<file path="config.mk">
export PLATFORM = sky130hd
export DESIGN_NAME = url_host_port_extractor_unit
export DESIGN_NICKNAME = d
export VERILOG_FILES = /design/src/design/url_hpe_pkg.sv /design/src/design/url_hpe_cfg.sv /design/src/design/url_hpe_core.sv /design/src/design/url_host_port_extractor_unit.sv
export SDC_FILE = /design/constraint.sdc
export NUM_CORES = 1
export LEC_CHECK = 0
export BUFFER_PORTS_ARGS = -buffer_cell sky130_fd_sc_hd__buf_4
export CAP_MARGIN = 0
export CORE_AREA = 2 2 96 98
export DETAILED_ROUTE_END_ITERATION = 6
export DIE_AREA = 0 0 98 100
export MAX_ROUTING_LAYER = met4
export PLACE_DENSITY_LB_ADDON = 0.2
export SYNTH_ARGS = -nofsm -noshare
export SYNTH_HDL_FRONTEND = slang
export SYNTH_SLANG_ARGS = --single-unit
</file>
<file path="constraint.sdc">
create_clock -name clk -period 3.6 [get_ports clk]
set_clock_uncertainty 0.05 [all_clocks]
set_input_delay 0.18 -clock clk [delete_from_list [all_inputs] [get_ports clk]]
set_output_delay 0.18 -clock clk [all_outputs]
set_load 0.005 [all_outputs]
</file>
<file path="src/design/url_hpe_pkg.sv">
// Package for the URL host and port extractor.
// Holds the shared types, codes, widths and character constants.
// No dependencies.
package url_hpe_pkg;

    localparam int HOST_MAX = 256;
    localparam int PORT_MAX = 16;

    localparam int HCAP_W = 9;
    localparam int PCAP_W = 5;
    localparam int BYTE_W = 9;
    localparam int CFG_W  = 9;
    localparam int CHAR_W = 8;

    localparam logic [HCAP_W-1:0] HOST_CAP_RESET = 9'd64;
    localparam logic [PCAP_W-1:0] PORT_CAP_RESET = 5'd6;

    localparam logic [CHAR_W-1:0] CH_NUL   = 8'h00;
    localparam logic [CHAR_W-1:0] CH_SLASH = 8'h2F;
    localparam logic [CHAR_W-1:0] CH_COLON = 8'h3A;
    localparam logic [CHAR_W-1:0] CH_PLUS  = 8'h2B;
    localparam logic [CHAR_W-1:0] CH_MINUS = 8'h2D;
    localparam logic [CHAR_W-1:0] CH_DOT   = 8'h2E;
    localparam logic [CHAR_W-1:0] CH_CASE  = 8'h20;

    typedef enum logic [1:0] {
        REG_URL_MODE = 2'd0,
        REG_HOST_CAP = 2'd1,
        REG_PORT_CAP = 2'd2
    } cfg_idx_t;

    typedef enum logic [2:0] {
        PH_SLASH1 = 3'd0,
        PH_SLASH2 = 3'd1,
        PH_HOST   = 3'd2,
        PH_PORT   = 3'd3,
        PH_ENDED  = 3'd4
    } phase_t;

    typedef enum logic [1:0] {
        ST_BUSY    = 2'd0,
        ST_DONE    = 2'd1,
        ST_ERROR   = 2'd2,
        ST_IGNORED = 2'd3
    } status_t;

    typedef enum logic [1:0] {
        KIND_NONE = 2'd0,
        KIND_HOST = 2'd1,
        KIND_PORT = 2'd2
    } kind_t;

    typedef struct packed {
        logic              url_mode;
        logic [HCAP_W-1:0] hcap;
        logic [PCAP_W-1:0] pcap;
    } cfg_t;

    typedef struct packed {
        logic [CHAR_W-1:0] out_char;
        kind_t             out_kind;
        status_t           status;
        logic [BYTE_W-1:0] consumed;
        logic              port_defaulted;
    } res_t;

endpackage

</file>
<file path="src/design/url_hpe_cfg.sv">
// Configuration registers of the URL host and port extractor.
// Presents the mode and the clamped buffer capacities; uses url_hpe_pkg.
module url_hpe_cfg
    import url_hpe_pkg::*;
(
    input  logic             clk,
    input  logic             rst_n,
    input  logic             cfg_we,
    input  logic [1:0]       cfg_index,
    input  logic [CFG_W-1:0] cfg_data,
    output cfg_t             cfg
);

    logic              url_mode_reg;
    logic [HCAP_W-1:0] host_cap_reg;
    logic [PCAP_W-1:0] port_cap_reg;

    always_ff @(posedge clk or negedge rst_n)
    begin
        if (!rst_n)
        begin
            url_mode_reg <= 1'b0;
            host_cap_reg <= HOST_CAP_RESET;
            port_cap_reg <= PORT_CAP_RESET;
        end
        else if (cfg_we)
        begin
            unique case (cfg_idx_t'(cfg_index))
                REG_URL_MODE: url_mode_reg <= cfg_data[0];
                REG_HOST_CAP: host_cap_reg <= cfg_data[HCAP_W-1:0];
                REG_PORT_CAP: port_cap_reg <= cfg_data[PCAP_W-1:0];
                default:      ;
            endcase
        end
    end

    always_comb
    begin
        cfg.url_mode = url_mode_reg;
        cfg.hcap = (host_cap_reg > HCAP_W'(HOST_MAX)) ? HCAP_W'(HOST_MAX) : host_cap_reg;
        cfg.pcap = (port_cap_reg > PCAP_W'(PORT_MAX)) ? PCAP_W'(PORT_MAX) : port_cap_reg;
    end

endmodule

</file>
<file path="src/design/url_hpe_core.sv">
// Parse state machine of the URL host and port extractor.
// Holds phase and counters and forms one result per word; uses url_hpe_pkg.
module url_hpe_core
    import url_hpe_pkg::*;
(
    input  logic              clk,
    input  logic              rst_n,
    input  cfg_t              cfg,
    input  logic              fire,
    input  logic [CHAR_W-1:0] ch,
    input  logic              start_req,
    output res_t              res
);

    typedef enum logic [2:0] {
        ACT_SLASH,
        ACT_HOST,
        ACT_COLON,
        ACT_PORT,
        ACT_DONE,
        ACT_ERROR,
        ACT_IGNORE
    } act_t;

    phase_t            phase_reg, phase_next;
    logic [HCAP_W-1:0] host_count_reg, host_count_next;
    logic [PCAP_W-1:0] port_count_reg, port_count_next;
    logic [BYTE_W-1:0] byte_count_reg, byte_count_next;

    phase_t            eff_phase;
    logic [HCAP_W-1:0] eff_hc, hc_inc;
    logic [PCAP_W-1:0] eff_pc, pc_inc;
    logic [BYTE_W-1:0] eff_bc, bc_inc;
    logic              is_upper, is_lower, is_digit, is_host_ch, is_end;
    act_t              act;

    assign eff_phase = start_req ? PH_SLASH1 : phase_reg;
    assign eff_hc    = start_req ? '0 : host_count_reg;
    assign eff_pc    = start_req ? '0 : port_count_reg;
    assign eff_bc    = start_req ? '0 : byte_count_reg;
    assign hc_inc    = eff_hc + HCAP_W'(1);
    assign pc_inc    = eff_pc + PCAP_W'(1);
    assign bc_inc    = eff_bc + BYTE_W'(1);

    assign is_upper   = (ch >= 8'h41) && (ch <= 8'h5A);
    assign is_lower   = (ch >= 8'h61) && (ch <= 8'h7A);
    assign is_digit   = (ch >= 8'h30) && (ch <= 8'h39);
    assign is_host_ch = is_upper || is_lower || is_digit ||
                        (ch == CH_PLUS) || (ch == CH_MINUS) || (ch == CH_DOT);
    assign is_end     = (ch == CH_NUL) || (ch == CH_SLASH);

    always_comb
    begin
        act = ACT_IGNORE;
        unique case (eff_phase)
            PH_SLASH1, PH_SLASH2:
            begin
                act = (ch == CH_SLASH) ? ACT_SLASH : ACT_ERROR;
            end
            PH_HOST:
            begin
                priority if (eff_hc >= cfg.hcap)              act = ACT_ERROR;
                else if (is_host_ch && (hc_inc >= cfg.hcap)) act = ACT_ERROR;
                else if (is_host_ch)                         act = ACT_HOST;
                else if (is_end)                             act = ACT_DONE;
                else if (ch == CH_COLON && !cfg.url_mode)    act = ACT_COLON;
                else                                         act = ACT_ERROR;
            end
            PH_PORT:
            begin
                priority if (eff_pc >= cfg.pcap)            act = ACT_ERROR;
                else if (is_digit && (pc_inc >= cfg.pcap)) act = ACT_ERROR;
                else if (is_digit)                         act = ACT_PORT;
                else if (is_end)                           act = ACT_DONE;
                else                                       act = ACT_ERROR;
            end
            default: act = ACT_IGNORE;
        endcase
    end

    always_comb
    begin
        phase_next      = eff_phase;
        host_count_next = eff_hc;
        port_count_next = eff_pc;
        byte_count_next = eff_bc;
        unique case (act)
            ACT_SLASH:
            begin
                byte_count_next = bc_inc;
                phase_next = (eff_phase == PH_SLASH1) ? PH_SLASH2 : PH_HOST;
            end
            ACT_HOST:
            begin
                host_count_next = hc_inc;
                byte_count_next = bc_inc;
            end
            ACT_COLON:
            begin
                byte_count_next = bc_inc;
                phase_next = PH_PORT;
            end
            ACT_PORT:
            begin
                port_count_next = pc_inc;
                byte_count_next = bc_inc;
            end
            ACT_DONE, ACT_ERROR, ACT_IGNORE:
            begin
                phase_next = PH_ENDED;
            end
            default: phase_next = PH_ENDED;
        endcase
    end

    always_comb
    begin
        res.out_char       = '0;
        res.out_kind       = KIND_NONE;
        res.status         = ST_BUSY;
        res.consumed       = byte_count_next;
        res.port_defaulted = 1'b0;
        unique case (act)
            ACT_SLASH, ACT_COLON: ;
            ACT_HOST:
            begin
                res.out_char = is_upper ? (ch + CH_CASE) : ch;
                res.out_kind = KIND_HOST;
            end
            ACT_PORT:
            begin
                res.out_char = ch;
                res.out_kind = KIND_PORT;
            end
            ACT_DONE:
            begin
                res.status = ST_DONE;
                res.port_defaulted = (eff_phase == PH_HOST) && !cfg.url_mode;
            end
            ACT_ERROR:
            begin
                res.status   = ST_ERROR;
                res.consumed = '0;
            end
            default:
            begin
                res.status   = ST_IGNORED;
                res.consumed = '0;
            end
        endcase
    end

    always_ff @(posedge clk or negedge rst_n)
    begin
        if (!rst_n)
        begin
            phase_reg      <= PH_ENDED;
            host_count_reg <= '0;
            port_count_reg <= '0;
            byte_count_reg <= '0;
        end
        else if (fire)
        begin
            phase_reg      <= phase_next;
            host_count_reg <= host_count_next;
            port_count_reg <= port_count_next;
            byte_count_reg <= byte_count_next;
        end
    end

`ifndef NO_ASSERTIONS
    a_start_not_ignored: assert property (@(posedge clk) disable iff (!rst_n)
        fire && start_req |-> res.status != ST_IGNORED)
        else $error("start word reported as ignored");

    a_error_ends_parse: assert property (@(posedge clk) disable iff (!rst_n)
        fire && res.status == ST_ERROR |=> phase_reg == PH_ENDED)
        else $error("parse did not end after an error");

    a_char_only_busy: assert property (@(posedge clk) disable iff (!rst_n)
        fire && res.out_kind != KIND_NONE |-> res.status == ST_BUSY)
        else $error("character emitted outside an active parse");

    a_host_count_bound: assert property (@(posedge clk) disable iff (!rst_n)
        host_count_reg < HCAP_W'(HOST_MAX))
        else $error("host count reached the host buffer limit");
`endif

endmodule

</file>
<file path="src/design/url_host_port_extractor_unit.sv">
// Top level of the URL host and port extractor.
// Input register, parse core and result register; uses url_hpe_pkg,
// url_hpe_cfg and url_hpe_core.
//
//   channel  dir  handshake          payload
//   s_*      in   s_tvalid/s_tready  tdata: ch; tuser: start_req
//   m_*      out  m_tvalid/m_tready  tdata: out_char, status, consumed,
//                                    port_defaulted; tuser: out_kind
//   cfg_*    in   cfg_we             cfg_index, cfg_data
//
// Each word gives exactly one result, registered in the result register.
// One word per cycle is sustained while the output is not stalled; the phase
// and counter registers feed back through the parse core.
// Reset leaves the parser ended, so words before a start word are ignored.
// A stalled output holds its result while the input register takes one more word.
module url_host_port_extractor_unit
    import url_hpe_pkg::*;
(
    input  logic             clk,
    input  logic             rst_n,
    input  logic             s_tvalid,
    output logic             s_tready,
    input  logic [7:0]       s_tdata,   // [7:0] ch
    input  logic             s_tuser,   // [0] start_req
    output logic             m_tvalid,
    input  logic             m_tready,
    output logic [23:0]      m_tdata,   // [7:0] out_char, [9:8] status,
                                        // [18:10] consumed, [19] port_defaulted
    output logic [1:0]       m_tuser,   // [1:0] out_kind
    input  logic             cfg_we,
    input  logic [1:0]       cfg_index,
    input  logic [CFG_W-1:0] cfg_data
);

    logic              in_valid_reg;
    logic [CHAR_W-1:0] in_ch_reg;
    logic              in_start_reg;
    logic              out_valid_reg;
    res_t              out_res_reg;
    logic              advance;
    cfg_t              cfg;
    res_t              res;

    assign advance  = in_valid_reg && (!out_valid_reg || m_tready);
    assign s_tready = !in_valid_reg || advance;

    url_hpe_cfg u_cfg (
        .clk       (clk),
        .rst_n     (rst_n),
        .cfg_we    (cfg_we),
        .cfg_index (cfg_index),
        .cfg_data  (cfg_data),
        .cfg       (cfg)
    );

    url_hpe_core u_core (
        .clk       (clk),
        .rst_n     (rst_n),
        .cfg       (cfg),
        .fire      (advance),
        .ch        (in_ch_reg),
        .start_req (in_start_reg),
        .res       (res)
    );

    always_ff @(posedge clk or negedge rst_n)
    begin
        if (!rst_n)
        begin
            in_valid_reg  <= 1'b0;
            out_valid_reg <= 1'b0;
        end
        else
        begin
            if (s_tvalid && s_tready)
                in_valid_reg <= 1'b1;
            else if (advance)
                in_valid_reg <= 1'b0;
            if (advance)
                out_valid_reg <= 1'b1;
            else if (m_tready)
                out_valid_reg <= 1'b0;
        end
    end

    always_ff @(posedge clk)
    begin
        if (s_tvalid && s_tready)
        begin
            in_ch_reg    <= s_tdata;
            in_start_reg <= s_tuser;
        end
        if (advance)
            out_res_reg <= res;
    end

    assign m_tvalid = out_valid_reg;
    assign m_tdata  = {4'b0, out_res_reg.port_defaulted, out_res_reg.consumed,
                       out_res_reg.status, out_res_reg.out_char};
    assign m_tuser  = out_res_reg.out_kind;

endmodule

</file>
==> impl_metrics.env, run 1 <==
export IMPL_grt_overflow_total=0
export IMPL_r2r_slack_ns=0.03
export IMPL_r2r_cells=18
export IMPL_drt_iter0_drc=163
export IMPL_path_class="reg -> reg"
export IMPL_power_density_nw_per_um2=371
export IMPL_outcome="finished, final reports clean"
export IMPL_grt_pass1_vias=3669
export IMPL_vias=3773
export IMPL_syn_to_final_growth_pct=25.2
export IMPL_synth_flop_cell="dfrtp_1"
export IMPL_rows=35
export IMPL_layout_worst_path_cycle_share_pct=99.1
export IMPL_ir_drop_uv=225
export IMPL_grt_usage_pct=23.3
export IMPL_slew_limit_headroom_pct=60.2
export IMPL_cts_sinks=74
export IMPL_drt_total_wl_mm=10.6
export IMPL_reg2reg_from="in_start_reg"
export IMPL_min_delay_start="cfg_data[6]"
export IMPL_drtAntennaViolNets=0
export IMPL_max_cap_viol_count=0
export IMPL_firstDrtPassIters=4
export IMPL_placement_io_buffers=48
export IMPL_htree_num_levels=3
export IMPL_cp_end_kind="flop"
export IMPL_slew_viol_final=0
export IMPL_period_needed_ns=3.57
export IMPL_switching_share_pct=28.1
export IMPL_core_area_um2=8890
export IMPL_via_per_inst=5.77
export IMPL_yosysWarnings=0
export IMPL_synth_area_per_cell_um2=10.1
export IMPL_gp_congestion=0.951
export IMPL_diodes=0
export IMPL_finalWorstSetupSlack_ns=0.0314
export IMPL_wl_per_cell_um=16.3
export IMPL_rsz0062_at_grt="true"
export IMPL_antenna_found_initial=0
export IMPL_start_util_pct=51.2
export IMPL_ios=53
export IMPL_min_path_type="in -> reg"
export IMPL_ys_async_sr_fraction_pct=58.1
export IMPL_synth_area_leaders="dfrtp_1, edfxtp_1, ha_1, mux2_2, nand2_1"
export IMPL_drive_gt1_share_pct=28.5
export IMPL_synth_area_leader_cell="dfrtp_1"
export IMPL_max_freq_ghz=0.280
export IMPL_die_area_um2=9800
export IMPL_insertion_delay_ns=0.36
export IMPL_largest_reg_flops=20
export IMPL_r2r_end="u_core.byte_count_reg[2]"
export IMPL_synthTopCellsByCount="nand2_1, dfrtp_1, ha_1"
export IMPL_worstSetupStartpointType="flop"
export IMPL_synth_area_um2=4550
export IMPL_setup_viol=0
export IMPL_die_height_um=100
export IMPL_yosysMostFrequentCell="nand2_1"
export IMPL_die_w_um=98
export IMPL_syn_inst=452
export IMPL_min_to="u_cfg.host_cap_reg[6]"
export IMPL_required_ns=3.79
export IMPL_place_ws_ns=-0.187
export IMPL_p_leak_nw=2.51
export IMPL_cts_root_buf="clkbuf_8"
export IMPL_grt_first_pass_wirelength_mm=17.7
export IMPL_dp_hpwl_mm=7.44
export IMPL_finalSetupTns_ns=0
export IMPL_cts_max_path_buffers=2
export IMPL_ys_ff_latch=74
export IMPL_fin_nets=597
export IMPL_cts_buffers=9
export IMPL_synth_top_area_share_pct=21.4
export IMPL_p_comb_share_pct=19.4
export IMPL_worstPathArrival_ns=3.76
export IMPL_clkTransAtPathRegs_ns=0.08
export IMPL_min_path_cells=2
export IMPL_clock_power_share_pct=33.5
export IMPL_cts_tree="done"
export IMPL_hold_viol=0
export IMPL_grt_max_degree=44
export IMPL_p_int_mw=1.52
export IMPL_holdWs_ns=0.00771
export IMPL_p_switching_mw=0.594
export IMPL_drc=0
export IMPL_synth_enable_flop_cells=31
export IMPL_seq_area_frac_synth_pct=44.2
export IMPL_worst_path_max_fanout=7
export IMPL_pwr_share_seq_pct=47.1
export IMPL_synth_distinct_cells=62
export IMPL_tightest_slew_ns=0.592
stage by stage:
| step | total power, mW | utilization, % | instance area, um^2 | std cells |
|---|---|---|---|---|
| floorplan | 1.23 | - | 4610 | 455 |
| global route | 2.22 | 64.1 | 5700 | 654 |
| global placement | 1.36 | 57.8 | 5140 | 615 |
| CTS | 2.10 | 62.5 | 5550 | 650 |
| detailed placement | 1.38 | 57.8 | 5140 | 615 |
| finish | 2.12 | 64.1 | 5700 | 654 |
routing by layer:
layer	GRT usage [%]	routed length [um]
met2	41.3	5490
met1	27.2	4580
met5	-	0
met3	3.62	355
met4	7.80	210
cell type report:
type,count,area (um^2)
Fill cell,728,3190
Timing Repair Buffer,93,761
Inverter,13,48.8
Tap cell,111,139
Sequential cell,74,2010
Clock inverter,6,81.3
Multi-Input combinational cell,347,2530
Clock buffer,10,128
cell families after synthesis:
family                     synth area share, %
and+or+nand+nor                           21.0
AOI/OAI and AO/OA                         14.1
DFF                                       44.2
adders and majority gates                 9.34
buffers and inverters                     3.43
muxes                                     5.11
xor gates and xnor gates                  2.69
other                                   0.0823
worst max path at each step:
stage	depth (start not counted)	start	slack (ns)	to
2_1_floorplan	16	in_start_reg	-0.003	u_core.byte_count_reg[4]
3_3_place_gp	19	in_start_reg	-0.05	m_tdata[13]
3_5_place_dp	19	in_start_reg	-0.19	m_tdata[13]
4_1_cts	13	in_start_reg	0.03	m_tdata[7]
5_1_grt	18	in_start_reg	-0.14	m_tdata[13]
6_report	18	in_start_reg	0.03	u_core.byte_count_reg[2]
what timing repair did:
item,4_1_cts,5_1_grt
endpoints found under the hold margin,51,0
hold buffers,13,0
gates resized for setup,12,31
pin swaps,5,21
setup buffers,6,5
endpoints found under the setup margin,28,40
layout by cell type, fill, tap and decap left out, types with 13 or more instances in the layout:
cell type,n
nand2_1,45
ha_1,32
dfrtp_1,39
o21ai_0,25
edfxtp_1,31
dlygate4sd3_1,13
buf_4,73
nand3_1,19
nor2b_1,19
mux2_2,17
nor2_1,24
and3_1,13
a21oi_1,19
power groups by stage:
| stage | Combinational, mW | Sequential, mW | Clock, mW |
|---|---|---|---|
| 2_1_floorplan | 0.232 | 0.999 | 0 |
| 3_3_place_gp | 0.357 | 1.01 | 0 |
| 3_5_place_dp | 0.368 | 1.01 | 0 |
| 4_1_cts | 0.391 | 0.994 | 0.716 |
| 5_1_grt | 0.459 | 1.00 | 0.753 |
| 6_report | 0.410 | 0.996 | 0.710 |
worst max-delay path, cell delays in order (launching register included):
cell	delay, ns
edfxtp_1	0.47
nor2b_2	0.23
ha_4	0.16
and3_1	0.15
and3_4	0.21
nand3_2	0.08
xor2_1	0.15
nor2_1	0.14
ha_1	0.29
nand4_1	0.15
a21oi_2	0.05
a21oi_2	0.16
o21ai_2	0.08
a211oi_4	0.27
buf_6	0.16
buf_6	0.11
buf_4	0.11
a21oi_1	0.05
or3_1	0.38
(Power assumes the default switching activity.)
==> run 2: changes to the inputs <==
Settings changed: CORE_AREA 2 2 96 98 to 2 2 94 96, CTS_BUF_LIST set to sky130_fd_sc_hd__clkbuf_4, DIE_AREA 0 0 98 100 to 0 0 96 98, MAX_ROUTING_LAYER met4 to unset.
==> run 2 against run 1 <==
Compared with the run above: the flow now finishes with violations (negative setup slack); non-clock buffer count up 19; core utilization grew 4.5 points; maximum frequency decreased by 1.6%; sequential share of layout area fell by 0.66 points; flip-flop and latch count unchanged; clock power decreased by 15%; largest cell class unchanged; wire length up 1.0%; via count up 1.2%; first-iteration DRC count up 25%; critical path depth did not move; total power fell by 4.5%.
==> impl_metrics.env, run 2 (same netlist as run 1, synthesis figures left out) <==
export IMPL_final_cell_mix="buf_4, nand2_1, dfrtp_1"
export IMPL_worst_path_max_fanout=4
export IMPL_cts_sinks=74
export IMPL_min_path_type="in -> reg"
export IMPL_tightest_slew_ns=0.557
export IMPL_die_area_um2=9410
export IMPL_min_delay_start="cfg_index[0]"
export IMPL_slew_limit_headroom_pct=62.9
export IMPL_r2r_slack_ns=-0.03
export IMPL_ir_drop_uv=204
export IMPL_final_core_util_pct=68.6
export IMPL_max_cap_viol_count=0
export IMPL_p_comb_share_pct=20.9
export IMPL_n_fill_cell=677
export IMPL_top_layer_used="met4"
export IMPL_core_area_um2=8470
export IMPL_setup_viol=1
export IMPL_wl_per_cell_um=16.0
export IMPL_grt_usage_pct=23.9
export IMPL_required_ns=3.86
export IMPL_dp_hpwl_mm=7.38
export IMPL_drc=0
export IMPL_grt_first_pass_wirelength_mm=17.5
export IMPL_drtAntennaViolNets=0
export IMPL_syn_to_final_growth_pct=27.6
export IMPL_max_freq_ghz=0.276
export IMPL_layout_worst_path_cycle_share_pct=101
export IMPL_cts_buffers=9
export IMPL_totalPowerFinal_mw=2.02
export IMPL_antenna_found_initial=0
export IMPL_drt_met1_wl_mm=4.61
export IMPL_gp_congestion=0.941
export IMPL_placement_io_buffers=48
export IMPL_largest_reg_flops=20
export IMPL_worstPathArrival_ns=3.89
export IMPL_cp_end_kind="flop"
export IMPL_drt_iter0_drc=203
export IMPL_die_height_um=98
export IMPL_min_path_cells=3
export IMPL_clock_power_share_pct=29.9
export IMPL_reg2reg_from="in_start_reg"
export IMPL_worstSetupStartpointType="flop"
export IMPL_min_to="u_cfg.url_mode_reg"
export IMPL_slew_viol_final=0
export IMPL_via_per_inst=5.70
export IMPL_path_class="reg -> reg"
export IMPL_finalWorstSetupSlack_ns=-0.0279
export IMPL_switching_share_pct=28.7
export IMPL_p_switching_mw=0.579
export IMPL_die_w_um=96
export IMPL_drive_gt1_share_pct=29.2
export IMPL_diodes=0
export IMPL_drt_total_wl_mm=10.7
export IMPL_final_common_cell="buf_4"
export IMPL_grt_pass1_vias=3637
export IMPL_grt_overflow_total=0
export IMPL_placed_area_um2=5140
export IMPL_p_int_mw=1.44
export IMPL_p_leak_nw=2.58
export IMPL_r2r_end="u_core.byte_count_reg[3]"
export IMPL_htree_num_levels=3
export IMPL_clkTransAtPathRegs_ns=0.12
export IMPL_final_area_um2=5810
export IMPL_start_util_pct=53.8
export IMPL_r2r_cells=18
export IMPL_met2_length_mm=5.51
export IMPL_outcome="complete, but fails checks"
export IMPL_wl_met3_um=383
export IMPL_pwr_share_seq_pct=49.2
export IMPL_firstDrtPassIters=4
export IMPL_finalSetupTns_ns=-0.0279
export IMPL_vias=3818
export IMPL_ios=53
export IMPL_fin_nets=616
export IMPL_rows=34
export IMPL_cts_max_path_buffers=2
export IMPL_power_density_nw_per_um2=348
export IMPL_cts_root_buf="clkbuf_4"
export IMPL_violations="negative setup slack"
export IMPL_period_needed_ns=3.63
export IMPL_rsz0062_at_grt="true"
export IMPL_hold_viol=0
export IMPL_insertion_delay_ns=0.43
export IMPL_grt_max_degree=44
export IMPL_cts_tree="done"
## run 2: cell count changes in the layout (fill, tap and decap cells not counted), moves of 5 or more
cell           delta
o21ai_1           +5
clkbuf_4         +11
clkbuf_8          -9
dlygate4sd3_1     +9
o21ai_0           -5
buf_4             +6
## run 2: power groups by stage
stage               Sequential [mW]  Combinational (mW)  Clock [mW]
finish                        0.994               0.422       0.604
global route                   1.00               0.468       0.654
CTS                           0.995               0.402       0.617
detailed placement             1.01               0.372           0
global placement               1.01               0.358           0
floorplan                     0.999               0.232           0
## run 2: critical path, stage by stage (launching register included)
cell and delay, ns:
edfxtp_1 0.47, nor2b_2 0.21, ha_4 0.16, and3_4 0.17, and3_4 0.18, nand3_2 0.07
xor2_1 0.15, nor2_1 0.15, ha_1 0.29, a21oi_1 0.15, o21ai_1 0.10, a21oi_2 0.16
o21ai_2 0.09, a211oi_4 0.29, buf_4 0.17, buf_6 0.10, and4_4 0.24, mux2i_1 0.20
o21ai_1 0.10
## run 2: repair_timing
action / 4_1_cts / 5_1_grt
gates resized for setup: 10 / 35
endpoints found under the hold margin: 65 / 0
pin swaps: 8 / 14
cloned: 1 / 1
buffers inserted: 8 / 9
hold buffers: 22 / 0
endpoints found under the setup margin: 13 / 36
## run 2: worst max path at each step
stage	start	slack [ns]	endpoint
2_1_floorplan	in_start_reg	-0.003	u_core.byte_count_reg[4]
3_3_place_gp	in_start_reg	0.08	m_tdata[10]
3_5_place_dp	in_start_reg	-0.06	m_tdata[15]
4_1_cts	in_start_reg	0.002	u_core.byte_count_reg[3]
5_1_grt	in_start_reg	-0.15	m_tdata[18]
6_report	in_start_reg	-0.03	u_core.byte_count_reg[3]
## run 2: stage by stage
| step | hold slack [ns] | instances | setup WS (ns) |
|---|---|---|---|
| 5_1_grt | 0.0607 | 670 | -0.149 |
| 3_3_place_gp | 0.159 | 613 | 0.0751 |
| 4_1_cts | 0.0439 | 660 | 0.00153 |
| 3_5_place_dp | 0.163 | 613 | -0.0619 |
| 6_report | 0.0593 | 670 | -0.0279 |
| 2_1_floorplan | -0.166 | 455 | -0.00271 |
## run 2: area by class of cell
class | instances | area (um^2) | area share [%]
multi-input combinational | 347 | 2530 | 43.5
sequential | 74 | 2010 | 34.6
timing repair buffer | 112 | 925 | 15.9
tap | 108 | 135 | 2.33
clock buffer | 11 | 82.6 | 1.42
clock inverter | 5 | 78.8 | 1.36
inverter | 13 | 48.8 | 0.840
## run 2: metal layers
layer | up-vias | global-route usage [%]
li1 | 1881 | -
met1 | 1831 | 30.9
met2 | 87 | 39.4
met3 | 19 | 4.63
met4 | 0 | 9.01
met5 | - | 0
